<file path="src/design/chi_square_array_distance_top_macros.svh">
// ----------------------------------------------------------------------------
// Assertion macros for the chi-square array distance block
// Short forms for clocked implication checks; reset masks every check.
// ----------------------------------------------------------------------------
`ifndef CHI_SQUARE_ARRAY_DISTANCE_TOP_MACROS_SVH
`define CHI_SQUARE_ARRAY_DISTANCE_TOP_MACROS_SVH

// Same-cycle implication.
`define CHISQ_ASSERT_IMP(lbl, ante, cons, msg) \
  lbl: assert property (@(posedge clk) disable iff (!rst_n) (ante) |-> (cons)) \
    else $error(msg);

// Next-cycle implication.
`define CHISQ_ASSERT_NEXT(lbl, ante, cons, msg) \
  lbl: assert property (@(posedge clk) disable iff (!rst_n) (ante) |=> (cons)) \
    else $error(msg);

`endif

</file>
<file path="src/design/chisq_pkg.sv">
// ----------------------------------------------------------------------------
// chisq_pkg
// Shared types, widths and helpers for the chi-square array distance block.
// ----------------------------------------------------------------------------
package chisq_pkg;

  localparam int DEFAULT_ELEMENT_WIDTH = 16;
  localparam int FIELD_W               = 16;
  localparam int SUM_W                 = 32;

  // Elements wider than the field are the field zero-extended, so one extra
  // bit covers them.
  function automatic int val_width(input int ew);
    return (ew > FIELD_W) ? FIELD_W + 1 : ew;
  endfunction

  // Magnitude of a difference or a sum of two elements.
  function automatic int mag_width(input int ew);
    return val_width(ew) + 1;
  endfunction

  // Dividend width: square of a magnitude; also the number of divide steps.
  function automatic int num_width(input int ew);
    return 2 * mag_width(ew);
  endfunction

  typedef enum logic [1:0] {
    ST_IDLE,
    ST_SQUARE,
    ST_DIVIDE,
    ST_ACCUM
  } ctrl_state_t;

  typedef struct packed {
    logic load_in;
    logic div_init;
    logic div_step;
    logic acc_en;
  } ctrl_cmd_t;

  typedef struct packed {
    logic need_div;
    logic last;
    logic slot_free;
  } dp_stat_t;

endpackage

</file>
<file path="src/design/chisq_ctrl.sv">
// ----------------------------------------------------------------------------
// chisq_ctrl
// Sequencer: takes one request, squares, runs the divide steps if needed, accumulates.
// ----------------------------------------------------------------------------
`include "chi_square_array_distance_top_macros.svh"

module chisq_ctrl
  import chisq_pkg::*;
#(
  parameter int ELEMENT_WIDTH = DEFAULT_ELEMENT_WIDTH
) (
  input  logic      clk,
  input  logic      rst_n,
  input  logic      in_valid,
  output logic      in_stall,
  input  dp_stat_t  stat,
  output ctrl_cmd_t cmd
);

  localparam int NUM_W = num_width(ELEMENT_WIDTH);
  localparam int CNT_W = $clog2(NUM_W);

  ctrl_state_t      state_r, state_nxt;
  logic [CNT_W-1:0] cnt_r, cnt_nxt;

  always_ff @(posedge clk) begin
    if (!rst_n) begin
      state_r <= ST_IDLE;
      cnt_r   <= '0;
    end else begin
      state_r <= state_nxt;
      cnt_r   <= cnt_nxt;
    end
  end

  always_comb begin
    state_nxt = state_r;
    cnt_nxt   = cnt_r;
    cmd       = '0;
    in_stall  = 1'b1;
    unique case (state_r)
      ST_IDLE: begin
        in_stall = 1'b0;
        if (in_valid) begin
          cmd.load_in = 1'b1;
          state_nxt   = ST_SQUARE;
        end
      end
      ST_SQUARE: begin
        if (stat.need_div) begin
          cmd.div_init = 1'b1;
          cnt_nxt      = CNT_W'(NUM_W - 1);
          state_nxt    = ST_DIVIDE;
        end else begin
          state_nxt = ST_ACCUM;
        end
      end
      ST_DIVIDE: begin
        cmd.div_step = 1'b1;
        if (cnt_r == '0) begin
          state_nxt = ST_ACCUM;
        end else begin
          cnt_nxt = cnt_r - 1'b1;
        end
      end
      ST_ACCUM: begin
        // hold a final request while the result register is still full and stalled
        if (!stat.last || stat.slot_free) begin
          cmd.acc_en = 1'b1;
          state_nxt  = ST_IDLE;
        end
      end
      default: state_nxt = ST_IDLE;
    endcase
  end

  `CHISQ_ASSERT_NEXT(a_accept_starts, state_r == ST_IDLE && in_valid, state_r == ST_SQUARE, "accepted request did not start")
  `CHISQ_ASSERT_NEXT(a_div_ends, state_r == ST_DIVIDE && cnt_r == '0, state_r == ST_ACCUM, "divide did not end on count")
  `CHISQ_ASSERT_NEXT(a_skip_div, state_r == ST_SQUARE && !stat.need_div, state_r == ST_ACCUM, "divide not skipped")

endmodule

</file>
<file path="src/design/chisq_dp.sv">
// ----------------------------------------------------------------------------
// chisq_dp
// Datapath: operand capture, square, restoring divider, accumulator, result.
// ----------------------------------------------------------------------------
`include "chi_square_array_distance_top_macros.svh"

module chisq_dp
  import chisq_pkg::*;
#(
  parameter int ELEMENT_WIDTH = DEFAULT_ELEMENT_WIDTH
) (
  input  logic                      clk,
  input  logic                      rst_n,
  input  logic signed [FIELD_W-1:0] in_first_value,
  input  logic signed [FIELD_W-1:0] in_second_value,
  input  logic                      in_first_present,
  input  logic                      in_second_present,
  input  logic                      in_final_index,
  output logic                      out_valid,
  input  logic                      out_stall,
  output logic signed [SUM_W-1:0]   out_distance,
  output logic                      out_zero_divisor_seen,
  input  ctrl_cmd_t                 cmd,
  output dp_stat_t                  stat
);

  localparam int VAL_W = val_width(ELEMENT_WIDTH);
  localparam int MAG_W = mag_width(ELEMENT_WIDTH);
  localparam int NUM_W = num_width(ELEMENT_WIDTH);
  localparam int QX_W  = (NUM_W + 1 > SUM_W) ? NUM_W + 1 : SUM_W;

  // operand capture
  logic signed [VAL_W-1:0] a_r, b_r;
  logic signed [MAG_W-1:0] s_r;
  logic        [MAG_W-1:0] d_mag_r;
  logic                    pa_r, pb_r, last_r;

  // divider
  logic [NUM_W-1:0] quo_r;
  logic [MAG_W-1:0] rem_r, den_r;
  logic             neg_r;

  // accumulator and result
  logic [SUM_W-1:0] sum_r, sum_nxt;
  logic             fault_r, fault_nxt;
  logic             out_valid_r, out_valid_nxt;
  logic [SUM_W-1:0] out_dist_r;
  logic             out_zds_r;

  logic [FIELD_W:0]         a_ext, b_ext;
  logic signed [VAL_W-1:0]  a_in, b_in;
  logic signed [MAG_W-1:0]  d_in, s_in;
  logic [MAG_W:0]           trial;
  logic                     ge;
  logic signed [QX_W-1:0]   qx;
  logic [SUM_W-1:0]         term;
  logic                     fault_hit;

  // an element wider than the field comes out zero-extended
  always_comb begin
    a_ext = {1'b0, in_first_value};
    b_ext = {1'b0, in_second_value};
    a_in  = signed'(a_ext[VAL_W-1:0]);
    b_in  = signed'(b_ext[VAL_W-1:0]);
    d_in  = MAG_W'(a_in) - MAG_W'(b_in);
    s_in  = MAG_W'(a_in) + MAG_W'(b_in);
  end

  always_ff @(posedge clk) begin
    if (cmd.load_in) begin
      a_r     <= a_in;
      b_r     <= b_in;
      s_r     <= s_in;
      d_mag_r <= d_in[MAG_W-1] ? MAG_W'(-d_in) : MAG_W'(d_in);
      pa_r    <= in_first_present;
      pb_r    <= in_second_present;
      last_r  <= in_final_index;
    end
  end

  // one quotient bit per step
  always_comb begin
    trial = {rem_r, quo_r[NUM_W-1]};
    ge    = trial >= {1'b0, den_r};
  end

  always_ff @(posedge clk) begin
    if (cmd.div_init) begin
      quo_r <= NUM_W'(d_mag_r) * NUM_W'(d_mag_r);
      rem_r <= '0;
      den_r <= s_r[MAG_W-1] ? MAG_W'(-s_r) : MAG_W'(s_r);
      neg_r <= s_r[MAG_W-1];
    end else if (cmd.div_step) begin
      quo_r <= {quo_r[NUM_W-2:0], ge};
      rem_r <= ge ? MAG_W'(trial - {1'b0, den_r}) : trial[MAG_W-1:0];
    end
  end

  always_comb begin
    stat.need_div  = pa_r && pb_r && (s_r != '0);
    stat.last      = last_r;
    stat.slot_free = !out_valid_r || !out_stall;
    fault_hit      = pa_r && pb_r && (s_r == '0) && (a_r != '0);

    qx = QX_W'(signed'({1'b0, quo_r}));
    if (neg_r) begin
      qx = -qx;
    end

    if (pa_r && pb_r) begin
      term = stat.need_div ? qx[SUM_W-1:0] : '0;
    end else if (pa_r) begin
      term = SUM_W'(a_r);
    end else if (pb_r) begin
      term = SUM_W'(b_r);
    end else begin
      term = '0;
    end

    sum_nxt       = sum_r;
    fault_nxt     = fault_r;
    out_valid_nxt = out_valid_r && out_stall;
    if (cmd.acc_en) begin
      if (last_r) begin
        sum_nxt       = '0;
        fault_nxt     = 1'b0;
        out_valid_nxt = 1'b1;
      end else begin
        sum_nxt   = sum_r + term;
        fault_nxt = fault_r || fault_hit;
      end
    end
  end

  always_ff @(posedge clk) begin
    if (!rst_n) begin
      sum_r       <= '0;
      fault_r     <= 1'b0;
      out_valid_r <= 1'b0;
    end else begin
      sum_r       <= sum_nxt;
      fault_r     <= fault_nxt;
      out_valid_r <= out_valid_nxt;
    end
  end

  always_ff @(posedge clk) begin
    if (cmd.acc_en && last_r) begin
      out_dist_r <= sum_r + term;
      out_zds_r  <= fault_r || fault_hit;
    end
  end

  assign out_valid             = out_valid_r;
  assign out_distance          = signed'(out_dist_r);
  assign out_zero_divisor_seen = out_zds_r;

  `CHISQ_ASSERT_IMP(a_no_overwrite, cmd.acc_en && last_r,
                    !(out_valid_r && out_stall), "result overwritten while stalled")
  `CHISQ_ASSERT_NEXT(a_sum_cleared, cmd.acc_en && last_r,
                     sum_r == '0 && !fault_r, "sum not cleared after final")
  `CHISQ_ASSERT_NEXT(a_rem_bound, cmd.div_step,
                     rem_r < den_r, "remainder not below divisor")

endmodule

</file>
<file path="src/design/chi_square_array_distance_top.sv">
// ----------------------------------------------------------------------------
// chi_square_array_distance_top
// Chi-square distance between two streamed arrays, one index per request.
// ----------------------------------------------------------------------------
// Usage:
//   Input channel (in_*): one request per array index carries both elements,
//   their present bits and the final marker. in_stall is low only while the
//   block is free for a new request.
//   Result channel (out_*): one result per request marked final, holding the
//   wrapped 32-bit sum and the zero-divisor flag; running sum and flag clear.
// Timing:
//   A request with both elements present and a nonzero sum runs the square
//   step, the divide steps and the accumulate step; the bit-serial divider
//   gives one quotient bit per cycle. Any other request skips the divide
//   steps. A result appears the cycle after the accumulate step.
// Stall:
//   The result register holds while out_stall is high; the next request is
//   still taken and worked on, and a following final request waits in the
//   accumulate step until the register is free.
// Reset:
//   rst_n low clears the sum, the fault flag and the result valid.
// ----------------------------------------------------------------------------
module chi_square_array_distance_top
  import chisq_pkg::*;
#(
  parameter int ELEMENT_WIDTH = DEFAULT_ELEMENT_WIDTH
) (
  input  logic                      clk,
  input  logic                      rst_n,
  input  logic                      in_valid,
  output logic                      in_stall,
  input  logic signed [FIELD_W-1:0] in_first_value,
  input  logic signed [FIELD_W-1:0] in_second_value,
  input  logic                      in_first_present,
  input  logic                      in_second_present,
  input  logic                      in_final_index,
  output logic                      out_valid,
  input  logic                      out_stall,
  output logic signed [SUM_W-1:0]   out_distance,
  output logic                      out_zero_divisor_seen
);

  ctrl_cmd_t cmd;
  dp_stat_t  stat;

  chisq_ctrl #(
    .ELEMENT_WIDTH (ELEMENT_WIDTH)
  ) u_ctrl (
    .clk      (clk),
    .rst_n    (rst_n),
    .in_valid (in_valid),
    .in_stall (in_stall),
    .stat     (stat),
    .cmd      (cmd)
  );

  chisq_dp #(
    .ELEMENT_WIDTH (ELEMENT_WIDTH)
  ) u_dp (
    .clk                   (clk),
    .rst_n                 (rst_n),
    .in_first_value        (in_first_value),
    .in_second_value       (in_second_value),
    .in_first_present      (in_first_present),
    .in_second_present     (in_second_present),
    .in_final_index        (in_final_index),
    .out_valid             (out_valid),
    .out_stall             (out_stall),
    .out_distance          (out_distance),
    .out_zero_divisor_seen (out_zero_divisor_seen),
    .cmd                   (cmd),
    .stat                  (stat)
  );

endmodule
</file>
<file path="config.mk">
export PLATFORM = sky130hd
export DESIGN_NAME = chi_square_array_distance_top
export DESIGN_NICKNAME = d
export VERILOG_FILES = /design/src/design/chisq_pkg.sv /design/src/design/chisq_ctrl.sv /design/src/design/chisq_dp.sv /design/src/design/chi_square_array_distance_top.sv
export VERILOG_INCLUDE_DIRS = /design/src /design/src/design
export SDC_FILE = /design/constraint.sdc
export NUM_CORES = 1
export LEC_CHECK = 0
export BUFFER_PORTS_ARGS = -buffer_cell sky130_fd_sc_hd__buf_2
export CAP_MARGIN = 10
export CORE_ASPECT_RATIO = 1.75
export CORE_MARGIN = 4
export CORE_UTILIZATION = 66
export CTS_BUF_LIST = sky130_fd_sc_hd__clkbuf_8
export DETAILED_ROUTE_END_ITERATION = 7
export PLACE_DENSITY = 0.83
export SYNTH_ARGS = -nofsm -noshare
export SYNTH_HDL_FRONTEND = slang
export SYNTH_SLANG_ARGS = --single-unit
</file>
<file path="constraint.sdc">
create_clock -name clk -period 8 [get_ports clk]
set_clock_uncertainty 0.1 [all_clocks]
set_input_delay 1.6 -clock clk [delete_from_list [all_inputs] [get_ports clk]]
set_output_delay 1.6 -clock clk [all_outputs]
set_load 0.01 [all_outputs]
</file>
==> flow_summary.toml, run 1 <==
[place]
place.gp.congestion = 0.9441
portBuffers = 73
hpwlAfterDp_um = 43220

[floorplan]
core_area_um2 = 32330
start_util = 0.6711
row_count = 87
dieArea_um2 = 35950
die_h_um = 247.8
ioPinCount = 74
die_x_um = 145.1

[critical_path]
timing.rr.end = "u_dp.quo_r[31]"
critical_path_required_ps = 8370
crit_buf_inv = 5
worst_path_largest_cell_delay_ps = 830
cp_cell_sequence = "nand2_1, fa_1, inv_1, fa_1, inv_1, fa_1, inv_1, fa_1, fa_1, inv_1, fa_1, inv_1, ha_1, a21o_1, a21o_1, a2111oi_0, nor3_1, o211ai_1, a21oi_1, or4_1, nand3_1"
slowest_stage = "edfxtp_1"
rr_worst_depth = 21
r2r_setup_slack_ps = 770
timing.rr.start = "u_dp.d_mag_r[5]"
crit_arrival_ps = 7600
crit_type = "register to register"
critPathMaxFanout = 18
cp_top_family = "adder cells"
crit_top_cell = "fa_1"
end_kind = "register"
start_kind = "register"

[finish]
ff_latch_area_um2 = 5776
fill_cells = 2471
final_common_cell = "inv_1"
syn_to_final_growth_pct = 6.309
multiInputGateArea_um2 = 14240
drive_above_1_share = 0.06889
final_cell_mix = "382 x inv_1, 201 x ha_1, 200 x nand2_1"
final_nets = 2807

[clocking]
numCtsBuffers = 31
postCtsSetupBuffers = 0
postCtsResizedCells = 0
hold_buffers = 0
clk_pin_slew_ps = 70
htree_levels = 1
insertion_delay_ps = 630
clk_path_buf_depth = 3
cts-root-buf = "clkbuf_8"
cts.sinks = 212
cts_tree = "built"

[routing]
ant_nets = 0
routed_via_density = 6.059
avgRoutedWirePerCell_um = 19.27
drt_first_iter_violations = 981
routed_wl_um = 53870
vias = 16940
drc = 0
dr.pass1.iters = 7

[synth]
synth_area_um2 = 21700
synth_seq_area_share = 0.2662
synth-seq-cells = 212
async_flop_share = 0
synth_cell_types = 71
syn_area_per_cell_um2 = 9.320
synth_fp_nets = 2764
ys.flop_type = "edfxtp_1"
ys.warnings.count = 0
synth-edff-count = 153
syn_inst = 2328

[outcome]
status = "finished clean"

[global_routing]
antenna_found_initial = 1
overflow = 0
grt_usage = 0.3007
grt_pass1_vias = 17775
grt_pass1_wl_um = 87610
grt_max_degree = 69

[min_path]
hp-class = "register to register"
hold_path_startpoint = "u_dp.sum_r[20]"
whs_path_depth = 2
worstHoldEndpoint = "u_dp.sum_r[20]"

[timing]
slew_violations = 0
clock.fmax_ghz = 0.1383
finalHoldViolCount = 0
slew_headroom = 0.3300
period_share = 0.9035
setup_viol = 0
rsz0062_at_grt = "no"
period_minus_slack_ps = 7228
worstMarginPinSlew_ps = 1005
finalSetupTns_ps = 0

[flow_run]
cap_violations = 0
stage by stage:
step / worst slack (ps) / hold WS, ps / std cells / cell area (um^2) / util
after global routing: 388.2 / 401.6 / 2796 / 23060 / 0.7134
after detailed placement: 946.9 / 354.5 / 2737 / 22390 / 0.6925
after global placement: 1058 / 345.8 / 2737 / 22390 / 0.6925
after floorplan: 1552 / 324.4 / 2328 / 21700 / -
after CTS: 861.6 / 368.3 / 2794 / 23060 / 0.7132
final: 771.8 / 363.0 / 2796 / 23060 / 0.7134
cells in the mapped netlist, types with 10 or more instances:
| cell type | n | share of area |
|---|---|---|
| a21oi_1 | 88 | 0.020 |
| a22oi_1 | 13 | 0.0045 |
| nand2_1 | 201 | 0.035 |
| and3_1 | 13 | 0.0037 |
| o21bai_1 | 14 | 0.0048 |
| o31ai_1 | 32 | 0.011 |
| ha_1 | 201 | 0.12 |
| nor2_1 | 114 | 0.020 |
| o22ai_1 | 19 | 0.0055 |
| clkbuf_1 | 70 | 0.012 |
| edfxtp_1 | 153 | 0.21 |
| a22o_1 | 23 | 0.0093 |
| a211oi_1 | 18 | 0.0062 |
| inv_1 | 373 | 0.065 |
| nor3_1 | 34 | 0.0078 |
| nand4_1 | 17 | 0.0049 |
| nand3_1 | 43 | 0.0099 |
| or3_1 | 19 | 0.0055 |
| dfxtp_1 | 59 | 0.054 |
| xnor2_1 | 105 | 0.042 |
| and2_1 | 71 | 0.020 |
| o21a_1 | 21 | 0.0073 |
| o41ai_1 | 10 | 0.0040 |
| fa_1 | 196 | 0.18 |
| nand2b_1 | 18 | 0.0052 |
| a31oi_1 | 12 | 0.0035 |
| mux2i_1 | 15 | 0.0069 |
| xor2_1 | 50 | 0.020 |
| a21o_1 | 32 | 0.011 |
| or4_1 | 11 | 0.0038 |
| o21ai_0 | 114 | 0.026 |
| nor2b_1 | 36 | 0.010 |
| a21boi_0 | 12 | 0.0042 |
| nor4_1 | 11 | 0.0032 |
worst max-delay path by stage:
| stage | from | to | slack (ps) | depth (start not counted) |
|---|---|---|---|---|
| floorplan | u_dp.d_mag_r[5] | u_dp.quo_r[31] | 1550 | 22 |
| global placement | u_dp.d_mag_r[5] | u_dp.quo_r[31] | 1060 | 21 |
| detailed placement | u_dp.d_mag_r[7] | u_dp.quo_r[28] | 950 | 21 |
| CTS | u_dp.d_mag_r[5] | u_dp.quo_r[31] | 860 | 21 |
| global route | u_dp.d_mag_r[5] | u_dp.quo_r[31] | 390 | 21 |
| finish | u_dp.d_mag_r[5] | u_dp.quo_r[31] | 770 | 21 |
area by class of cell:
type                            instances  area share
Multi-Input combinational cell       1664      0.6173
Sequential cell                       212      0.2504
Inverter                              374     0.06087
Tap cell                              400     0.02170
Clock buffer                           36     0.02148
Timing Repair Buffer                   88     0.02061
Clock inverter                         21    0.007540
Antenna cell                            1   0.0001085
state kept, by name (all words and copies together) (netlist names), 2 cells and up:
signal / flops
u_dp.out_distance: 32
u_dp.d_mag_r: 17
u_ctrl.state_r: 2
u_dp.s_r: 16
u_ctrl.cnt_r: 6
u_dp.a_r: 16
u_dp.b_r: 16
u_dp.rem_r: 17
u_dp.den_r: 17
u_dp.quo_r: 34
u_dp.sum_r: 32
metal layers:
| layer | vias up | routed length (um) | track usage |
|---|---|---|---|
| li1 | 7966 | - | - |
| met1 | 8174 | 19520 | 0.3254 |
| met2 | 603 | 28490 | 0.5713 |
| met3 | 197 | 2498 | 0.03051 |
| met4 | 0 | 3362 | 0.1728 |
| met5 | - | 0 | 0 |
kinds of logic after synthesis:
group / share of synthesized area
simple gates: 0.1441
compound gates: 0.1413
buf+inv: 0.07832
fa+ha+maj: 0.2968
flops: 0.2662
xor+xnor: 0.06332
mux: 0.01003
worst register-to-register path, delay by kind of cell, from the launching register on:
family | cells | cell delay, ps
buffers and inverters | 5 | 310
AO/OA/AOI/OAI | 5 | 1480
AND/OR/NAND/NOR | 4 | 890
adder cells (fa/ha/maj) | 7 | 3460
flip-flops | 1 | 830
Power of run 1 is left out: the tool's default activity adds up to more than one toggle a clock period on the data nets, which glitch-free logic cannot reach.
==> inputs of run 2 (changes only) <==
--- a/config.mk
+++ b/config.mk
@@ -10,10 +10,11 @@
 export CAP_MARGIN = 10
 export CORE_ASPECT_RATIO = 1.75
 export CORE_MARGIN = 4
-export CORE_UTILIZATION = 66
+export CORE_UTILIZATION = 53
 export CTS_BUF_LIST = sky130_fd_sc_hd__clkbuf_8
 export DETAILED_ROUTE_END_ITERATION = 7
-export PLACE_DENSITY = 0.83
+export HOLD_SLACK_MARGIN = 0.02
+export PLACE_DENSITY = 0.69
 export SYNTH_ARGS = -nofsm -noshare
 export SYNTH_HDL_FRONTEND = slang
 export SYNTH_SLANG_ARGS = --single-unit
==> flow_summary.toml, run 2 (synthesized netlist as in run 1, its figures left out) <==
[outcome]
status = "finished clean"

[critical_path]
start_kind = "register"
slowest_stage = "edfxtp_1"
crit_arrival_ps = 7440
crit_buf_inv = 5
crit_type = "register to register"
cp_cell_sequence = "nand2_1, fa_1, inv_1, fa_1, inv_1, fa_1, inv_1, fa_1, fa_1, inv_1, fa_1, inv_1, ha_1, a21o_1, a21o_1, a2111oi_0, nor3_1, o211ai_1, a21oi_1, or4_1, nand3_1"
crit_top_cell = "fa_1"
end_kind = "register"
critical_path_required_ps = 8320
worst_path_largest_cell_delay_ps = 870
r2r_setup_slack_ps = 880
cp_top_family = "adder cells"
critPathMaxFanout = 18

[timing]
period_share = 0.8902
slew_headroom = 0.2390
finalSetupTns_ps = 0
rsz0062_at_grt = "no"
finalWorstSetupSlack_ps = 878.5
period_minus_slack_ps = 7122
setup_viol = 0
clock.fmax_ghz = 0.1404
worstMarginPinSlew_ps = 1132
finalHoldViolCount = 0
slew_violations = 0

[routing]
met1_length_um = 20460
drt_first_iter_violations = 888
vias = 16601
ant_nets = 0
top_layer = "met4"
dr.pass1.iters = 5
wl_met3_um = 1820
routed_wl_um = 53940
avgRoutedWirePerCell_um = 18.32
routed_via_density = 5.639
drc = 0
dr_wl_met2_um = 28630

[floorplan]
row_count = 97
start_util = 0.5384
dieArea_um2 = 44360
die_h_um = 275.7
core_area_um2 = 40290
ioPinCount = 74
die_x_um = 160.9

[finish]
top_register = "u_dp.quo_r"
syn_to_final_growth_pct = 7.134
final_common_cell = "inv_1"
drive_above_1_share = 0.06961
final_nets = 2808
final_cell_mix = "382 x inv_1, 201 x ha_1, 200 x nand2_1"
instances_no_fill = 2944
largest_reg_flops = 34

[global_routing]
antenna_found_initial = 1
overflow = 0
grt_pass1_wl_um = 87350
grt_max_degree = 74
grt_pass1_vias = 17213
grt_usage = 0.2453

[place]
dp.cells = 2879
place.gp.congestion = 0.9562
portBuffers = 73
pre_cts_slack_ps = 946.9
hpwlAfterDp_um = 43700

[clocking]
clk_pin_slew_ps = 90
cts-root-buf = "clkbuf_8"
htree_levels = 2
insertion_delay_ps = 570
cts.sinks = 212
postCtsSetupBuffers = 0
postCtsResizedCells = 0
clk_path_buf_depth = 3
numCtsBuffers = 35
cts_tree = "built"
hold_buffers = 0

[flow_run]
cap_violations = 0

[min_path]
hp-class = "register to register"
## run 2: per-stage QoR
stage / area, um^2 / hold WS (ps) / util
final: 23240 / 372.3 / 0.5769
after global routing: 23240 / 396.7 / 0.5769
after CTS: 23240 / 374.9 / 0.5768
after detailed placement: 22550 / 365.6 / 0.5597
after global placement: 22550 / 346.1 / 0.5597
after floorplan: 21700 / 324.4 / -
## run 2: layer usage
layer	vias to the layer above	global-route usage
met1	8056	0.2727
li1	7989	-
met4	0	0.1292
met5	-	0
met2	410	0.4635
met3	146	0.02032
## run 2: worst paths after layout
kind	to	start	depth (start not counted)
setup / recovery	u_dp.quo_r[31]	u_dp.d_mag_r[5]	21
hold / removal	u_dp.sum_r[0]	u_dp.sum_r[0]	2
setup reg to reg	u_dp.quo_r[31]	u_dp.d_mag_r[5]	21
hold reg to reg	u_dp.sum_r[0]	u_dp.sum_r[0]	2
## run 2: tightest hold or removal path: stages (launching register included)
cell and delay (ps):
dfxtp_1 320, nand2_1 50, a21boi_0 60
## run 2: cell type report
class | count | area, um^2
Fill cell | 3601 | 17050
Multi-Input combinational cell | 1664 | 14240
Timing Repair Buffer | 85 | 455.4
Inverter | 374 | 1404
Clock buffer | 36 | 495.5
Clock inverter | 28 | 192.7
Sequential cell | 212 | 5776
Antenna cell | 1 | 2.502
Tap cell | 544 | 680.7
Power of run 2 is left out for the same reason.
